==> src/sv/yla_chan_out.sv <==
`timescale 1ns / 1ps

module yla_chan_out #(
  parameter int CHANNEL_BITS   = 8,
  parameter int COEF_FRAC_BITS = 14
) (
  input  logic signed [CHANNEL_BITS+COEF_FRAC_BITS+2:0]   y_i,
  input  logic signed [CHANNEL_BITS+2*COEF_FRAC_BITS+5:0] p_i_i,
  input  logic signed [CHANNEL_BITS+2*COEF_FRAC_BITS+5:0] p_q_i,
  output logic        [CHANNEL_BITS-1:0]                  ch_o,
  output logic                                            clip_o
);

  localparam int F  = COEF_FRAC_BITS;
  localparam int PB = CHANNEL_BITS + 2 * F + 6;
  localparam int AW = PB + 2;
  localparam int VW = AW - 2 * F;

  localparam logic signed [AW-1:0] RND    = AW'(longint'(1) << (2 * F - 1));
  localparam logic signed [VW-1:0] CH_MAX = VW'((longint'(1) << CHANNEL_BITS) - 1);

  logic signed [AW-1:0] acc;
  logic signed [VW-1:0] val;

  assign acc = (AW'(y_i) <<< F) + AW'(p_i_i) + AW'(p_q_i) + RND;
  assign val = VW'(acc >>> (2 * F));

  always_comb begin
    priority if (val[VW-1]) begin
      ch_o   = '0;
      clip_o = 1'b1;
    end else if (val > CH_MAX) begin
      ch_o   = '1;
      clip_o = 1'b1;
    end else begin
      ch_o   = val[CHANNEL_BITS-1:0];
      clip_o = 1'b0;
    end
  end

endmodule

==> config.mk <==
export PLATFORM = sky130hd
export DESIGN_NAME = yla_chan_out
export DESIGN_NICKNAME = d
export VERILOG_FILES = /design/src/sv/yla_chan_out.sv
export SDC_FILE = /design/constraint.sdc
export NUM_CORES = 1
export LEC_CHECK = 0
export ABC_AREA = 1
export BUFFER_PORTS_ARGS = -buffer_cell sky130_fd_sc_hd__buf_2
export CAP_MARGIN = 25
export CORE_UTILIZATION = 37
export DETAILED_ROUTE_END_ITERATION = 10
export PLACE_DENSITY_LB_ADDON = 0.15
export SLEW_MARGIN = 15
export SYNTH_ARGS = -nofsm -noshare
export SYNTH_HDL_FRONTEND = slang
export SYNTH_SLANG_ARGS = --single-unit
export TNS_END_PERCENT = 50
==> constraint.sdc <==
create_clock -name vclk -period 4.55
set_clock_uncertainty 0.15 [all_clocks]
set_input_delay 0 -clock vclk [all_inputs]
set_output_delay 0 -clock vclk [all_outputs]
set_load 0.01 [all_outputs]
Word-level counts from Yosys, hierarchy flattened

Index checks and enable logic that the tools add are counted.

Add/sub/neg operators: 3
Multiply operators: 0
Div/mod/pow operators: 0
Magnitude comparators: 1
Equality and inequality tests: 0
Shift-type cells: 0
Multiplexer cells: 4
Bitwise logic cells: 0
Reductions and logical operators: 0

Operator list:

| cell                                                                              | count |
|---|---|
| 43-bit by 42-bit adder with 44-bit output                                         | 1 |
| 44-bit by 29-bit adder with 44-bit output (second input constant)                 | 1 |
| 39-bit by 42-bit adder with 43-bit output                                         | 1 |
| 16-bit by 9-bit greater-than comparator with 1-bit output (second input constant) | 1 |
| 8-bit two-way mux                                                                 | 2 |
| 1-bit two-way mux                                                                 | 2 |

Register bits after elaboration: 0
Latch bits: 0
Memory bits (writable): 0
Memory bits (read-only): 0
Output and inout port bits: 9
Word-level logic and storage cells: 8
Memories kept: 0

Longest topological paths before layout

Gate-level depths: netlist of the first run.

Depth after elaboration: 6
Mapped depth: 23
Gate-level depth less buffers: 23

Worst setup path before layout of the first run

Ideal clock, no wire load.

Path type: in2out
Start point: input port y_i[12]
End point: output port ch_o[0]
Arrival: 2503 ps
Setup slack: 1897 ps
Stages: 20
Path through: inv_1 -> fa_1 -> inv_1 -> fa_1 -> ha_1 -> nand2_1 -> inv_2 -> nand2_1 -> nor2_2 -> nand2_1 -> nor2_2 -> nand4_1 -> nand3_1 -> nand2_1 -> nand2_1 -> nand2_2 -> nor2_4 -> nand3_1 -> nand2_1 -> inv_1

Word-level cells in the longest chain between the ends: 6

Ends and longest elaborated chain:

| element                                                   | line | RTL |
|---|---|---|
| start, declared                                           | 7    | `input logic signed [CHANNEL_BITS+COEF_FRAC_BITS+2:0] y_i,` |
| 39-bit by 42-bit adder with 43-bit output (*)             | 25   | `assign acc = (AW'(y_i) <<< F) + AW'(p_i_i) + AW'(p_q_i) + RND;` |
| 43-bit by 42-bit adder with 44-bit output (*)             | 25   |  |
| 44-bit by 29-bit adder with 44-bit output (*)             | 25   |  |
| 16-bit by 9-bit greater-than comparator with 1-bit output | 32   | `end else if (val > CH_MAX) begin` |
| 8-bit two-way mux                                         | 32   |  |
| 8-bit two-way mux (*)                                     | 29   | `priority if (val[VW-1]) begin` |
| end, declared                                             | 10   | `output logic [CHANNEL_BITS-1:0] ch_o,` |

Mark *: on every way between the ends. The rest lies on a longest branch, timed or not.

Worst setup path after layout of the first run

Start point: input port y_i[21]
End point: output port ch_o[1]

Same word-level chain as after synthesis.

==> results.tsv, run 1 <==
stage	metric	value	unit
power	power_per_cell_area	213	nW/um2
min_path	hold_class	in -> out	
power	p_leak	3.86	nW
synth	synth.net_count	1108	
synth	synthDistinctLibCells	29	
critical_path	cp.arrival	3060	ps
placement	place_area	5690	um2
routing	via_per_inst	4.35	
routing	drc	0	
timing	tns	0	ps
routing	ant_nets	0	
grt	antenna_found_initial	0	
min_path	hold_path_depth	8	
final_layout	stdcell_area	5690	um2
placement	place_hpwl	10700	um
timing	max_slew.worst_pin.slew	407	ps
floorplanning	initial_core_util	0.383	
cts	postCtsSetupBuffers	0	
grt	grt_pass1_vias	4571	
critical_path	worstPathCellList	buf_2 -> inv_1 -> fa_1 -> inv_1 -> ha_1 -> ha_1 -> nand2_1 -> inv_1 -> nand2_1 -> nor2_1 -> nand2_1 -> nor2_2 -> nand4_1 -> nand3_1 -> nand2_1 -> nand2_1 -> nand2_2 -> nor2_4 -> nand3_1 -> nand2_1 -> inv_1 -> buf_2	
critical_path	worst_setup_path_start_kind	primary input	
critical_path	critPathTopFamily	simple AND/OR/NAND/NOR gates	
placement	gp_congestion	0.890	
grt	grtUsageTotal	0.177	
routing	drt_iter0_drc	167	
critical_path	worst_path_most_repeated_cell	nand2_1	
power	peakVddDrop	0.0843	mV
grt	grt_pass1_wl	19700	um
floorplanning	rows	41	
critical_path	worstPathRequired	4400	ps
final_layout	final_core_util	0.446	
timing	clock.fmax	0.311	GHz
run_status	status	complete, no violations	
placement	io_buffers	118	
cts	cts_resized	0	
final_layout	clkbuf_count	0	
critical_path	max_stage_delay	520	ps
final_layout	drive_gt1_frac	0.161	
critical_path	crit_buf_inv	6	
final_layout	seqCellArea	0	um2
timing	max-slew-margin-rel	0.726	
grt	grt_max_degree	10	
final_layout	n_antenna_cell	0	
critical_path	critPathKind	in -> out	
routing	wl_per_cell	9.90	um
critical_path	endpoint_kind	primary output	
critical_path	path_max_fanout	9	
floorplanning	die_height	117	um
timing	maxSlewViolCount	0	
min_path	min_from	p_q_i[27]	
placement	pre_cts_ws	1310	ps
final_layout	syn2layout_area_growth	16.5	%
floorplanning	dieArea	13700	um2
timing	fin_crit_sh	0.706	
timing	setup_viol	0	
final_layout	layout.nets	1228	
synth	syn_avg_cell_area	5.57	um2
routing	wl	11600	um
synth	yosysWarningCount	0	
synth	syn_area	4890	um2
timing	final.min_clock_period	3210	ps
routing	first_pass_iters	4	
floorplanning	core_area	12800	um2
routing	dr_total_vias	5071	
synth	synthCells	877	
final_layout	stdcell_count	1167	
grt	overflow	0	
timing	hold_viol	0	
timing	finalWorstSetupSlack	1340	ps
floorplanning	pin_count	118	
flow_run	max_cap_violations	0	
critical_path	slowest_stage	fa_1	
final_layout	seq_cells	0	
min_path	hold_path_end	ch_o[0]	
cts	hold_buffers	0	
floorplanning	fp.dieW	117	um
placement	placed_cells	1167	
synth	ys_seq_area_frac	0	
timing	grt_setup_unrepaired	false	
-- power by group --
part,internal (mW),leakage (nW),total (mW),switching (mW)
logic,0.434,3.86,1.21,0.778
registers,0,0,0,0
clock network,0,0,0,0
-- routing by layer --
layer  vias up  share of wire  track usage
li1       2802              -            -
met1      2178           0.52        0.249
met2        85           0.44        0.314
met3         6          0.032      0.00463
met4         0         0.0071       0.0127
met5         -              0            0
-- final cells by class --
type | instances | area [um2]
Fill cell | 1498 | 7080
Inverter | 275 | 1030
Multi-Input combinational cell | 602 | 3850
Tap cell | 172 | 215
Timing Repair Buffer | 118 | 591
-- worst max-delay path by stage --
stage	depth (start not counted)	to	start
final	22	ch_o[1]	y_i[21]
after global routing	22	ch_o[7]	y_i[21]
after CTS	22	ch_o[1]	y_i[21]
after detailed placement	22	ch_o[1]	y_i[21]
after global placement	22	ch_o[0]	y_i[21]
after floorplan	20	ch_o[0]	y_i[12]
-- layout by cell type (no fill, tap or decap) --
cell        n
nand4_1     7
o21a_1      1
inv_2       9
nand3_1    35
o21ai_0    10
fa_1       28
nand2_4     2
and2_1      2
nand3b_1    1
nor3_2      1
o21ai_2     1
nand3_2     1
buf_2     118
o21bai_1    3
nor3_1      5
nand2_2    11
nand2_1   285
ha_1       94
xnor2_1     3
nor2_8      1
o21ai_1     1
a31oi_1     1
nor2_1     58
a21oi_1    29
nor2_2     13
o211ai_1    1
xor2_1      4
and3_1      1
nor2_4      3
inv_1     266
-- cells by family after synthesis --
logic type	Yosys count	synth area share
compound gates	47	0.0517
xor+xnor	7	0.0125
fa+ha+maj	122	0.355
buf+inv	275	0.211
simple gates	426	0.369
-- stage by stage --
step	hold slack [ps]	power [mW]
floorplan	465	0.897
global route	823	1.42
detailed placement	737	1.22
global placement	742	1.22
CTS	737	1.23
finish	721	1.21
-- cells in the mapped netlist, types with 4 or more instances --
cell type	count	share of area
fa_1	28	0.11
nor2_2	13	0.017
inv_2	9	0.0069
inv_1	266	0.20
a21oi_1	29	0.030
o21ai_0	10	0.010
nor2_1	58	0.045
ha_1	94	0.24
nand4_1	7	0.0090
nand2_1	285	0.22
nand3_1	35	0.036
nand2_2	11	0.014
nor3_1	5	0.0051
xor2_1	4	0.0072
No activity file was read; power rests on OpenSTA's default activity.
==> inputs of run 2 (changes only) <==
==> constraint.sdc (replaced) <==
create_clock -name vclk -period 3.13
set_clock_uncertainty 0.15 [all_clocks]
set_input_delay 0 -clock vclk [all_inputs]
set_output_delay 0 -clock vclk [all_outputs]
set_load 0.01 [all_outputs]
==> results.tsv, run 2 (same netlist as run 1, synthesis figures left out) <==
stage	metric	value	unit	change
critical_path	path_max_fanout	5		-4
timing	max-slew-margin-rel	0.707		-0.0187
routing	wl	13600	um	+17%
routing	ant_nets	0		unchanged
critical_path	slowest_stage	fa_1		
critical_path	crit_buf_inv	7		+1
final_layout	final_common_cell	nand2_1		
final_layout	n_antenna_cell	0		unchanged
power	p_sw_frac	0.580		-0.0623
final_layout	layout_common_cells	244 x nand2_1, 242 x inv_1, 115 x buf_2		
power	p_leak	4.17	nW	+7.8%
grt	grt_pass1_wl	20600	um	+4.5%
routing	wl_per_cell	11.2	um	+13%
floorplanning	pin_count	118		unchanged
power	combPwrFrac	1.000		about the same
floorplanning	initial_core_util	0.383		unchanged
grt	grtUsageTotal	0.184		+0.00719
placement	gp_congestion	0.860		-3.4%
timing	fin_crit_sh	0.958		
power	peakVddDrop	0.145	mV	+72%
final_layout	syn2layout_area_growth	47.2	%	
timing	setup_viol	0		unchanged
timing	max_slew.worst_pin.slew	435	ps	+27.8 ps
placement	place_area	5910	um2	+3.8%
routing	drt_iter0_drc	150		-10%
critical_path	cp.arrival	2850	ps	-210 ps
floorplanning	core_area	12800	um2	unchanged
routing	dr_total_vias	5404		+6.6%
power	p_total	2.69	mW	+120%
final_layout	clkbuf_count	0		unchanged
timing	final.min_clock_period	3000	ps	
placement	io_buffers	118		unchanged
min_path	hold_class	in -> out		
grt	grt_pass1_vias	4844		+6.0%
critical_path	worstPathCellList	buf_2 -> inv_1 -> fa_1 -> inv_1 -> ha_4 -> ha_4 -> nand2_2 -> inv_1 -> nand2_1 -> nand2_1 -> nand2_1 -> nand3_1 -> nand2_1 -> nand2_1 -> inv_1 -> nand3_1 -> nand2_1 -> nand2_2 -> nand2_4 -> nor2_4 -> nand3_2 -> nand2_1 -> inv_1 -> buf_2		
timing	hold_viol	0		unchanged
final_layout	layout.nets	1268		+3.3%
routing	drc	0		unchanged
critical_path	worst_path_most_repeated_cell	nand2_1		
critical_path	max_stage_delay	560	ps	+40 ps
final_layout	seq_cells	0		unchanged
floorplanning	rows	41		unchanged
critical_path	worstPathRequired	2980	ps	-1420 ps
critical_path	endpoint_kind	primary output		
power	clkPwrFrac	0		unchanged
floorplanning	fp.dieW	117	um	unchanged
final_layout	nFillCells	1302		-13%
final_layout	seqCellArea	0	um2	unchanged
flow_run	max_cap_violations	0		unchanged
routing	first_pass_iters	4		unchanged
timing	grt_setup_unrepaired	true		
final_layout	drive_gt1_frac	0.357		+0.197
power	intPower	1.13	mW	+160%
run_status	status	complete, no violations		
critical_path	critPathTopFamily	simple AND/OR/NAND/NOR gates		
final_layout	stdcell_area	7190	um2	+26%
power	p_seq_frac	0		unchanged
critical_path	critPathKind	in -> out		
power	power_per_cell_area	374	nW/um2	+76%
cts	hold_buffers	0		unchanged
timing	maxSlewViolCount	0		unchanged
power	p_switching	1.56	mW	+100%
grt	grt_max_degree	10		unchanged
final_layout	stdcell_count	1207		+3.4%
grt	overflow	0		unchanged
timing	clock.fmax	0.334	GHz	
routing	via_per_inst	4.48		+3.0%
floorplanning	dieArea	13700	um2	unchanged
placement	placed_cells	1196		+2.5%
floorplanning	die_height	117	um	unchanged
placement	place_hpwl	11200	um	+3.9%
critical_path	worst_setup_path_start_kind	primary input		
grt	antenna_found_initial	0		unchanged
## run 2: cell types whose count changed in the layout (fill, tap and decap cells not counted), sizes merged
cell  before  now
nor2      75   77
buf      118  156
## run 2: layer usage
| layer | global-route usage | vias to the layer above | wire (um) |
|---|---|---|---|
| li1 | - | 2894 | - |
| met1 | 0.254 | 2408 | 6430 |
| met2 | 0.336 | 94 | 6590 |
| met3 | 0.00206 | 8 | 441 |
| met4 | 0.0110 | 0 | 95 |
| met5 | 0 | - | 0 |
## run 2: power groups by stage
stage | sequential (mW) | combinational [mW] | clock (mW)
global route | 0 | 3.00 | 0
detailed placement | 0 | 1.89 | 0
CTS | 0 | 1.97 | 0
finish | 0 | 2.69 | 0
global placement | 0 | 1.89 | 0
floorplan | 0 | 1.30 | 0
## run 2: what timing repair did
| action | in CTS | in global routing |
|---|---|---|
| gates resized for setup | 14 | 209 |
| endpoints found under the setup margin | 8 | 9 |
| gates cloned | 1 | 1 |
| setup buffers | 1 | 8 |
| pin swaps | 2 | 81 |
## run 2: final timing paths
| kind | slack [ps] | to | cells past startpoint | start |
|---|---|---|---|---|
| setup / recovery | 130 | ch_o[6] | 24 | y_i[8] |
| hold / removal | 790 | ch_o[0] | 9 | p_q_i[27] |
## run 2: cell type report
class	count	area, um2	share of cell area
timing repair buffer	156	906	0.126
multi-input combinational	604	5030	0.699
tap	172	215	0.0299
inverter	275	1040	0.145
## run 2: through the flow
step | setup WS [ps] | hold slack, ps | utilization | TNS, ps
final | 132 | 788 | 0.563 | 0
after global routing | -60.6 | 886 | 0.563 | -338
after CTS | 2.00 | 785 | 0.469 | 0
after detailed placement | -49.7 | 817 | 0.463 | -365
after global placement | -48.4 | 799 | 0.463 | -373
after floorplan | 477 | 465 | - | 0
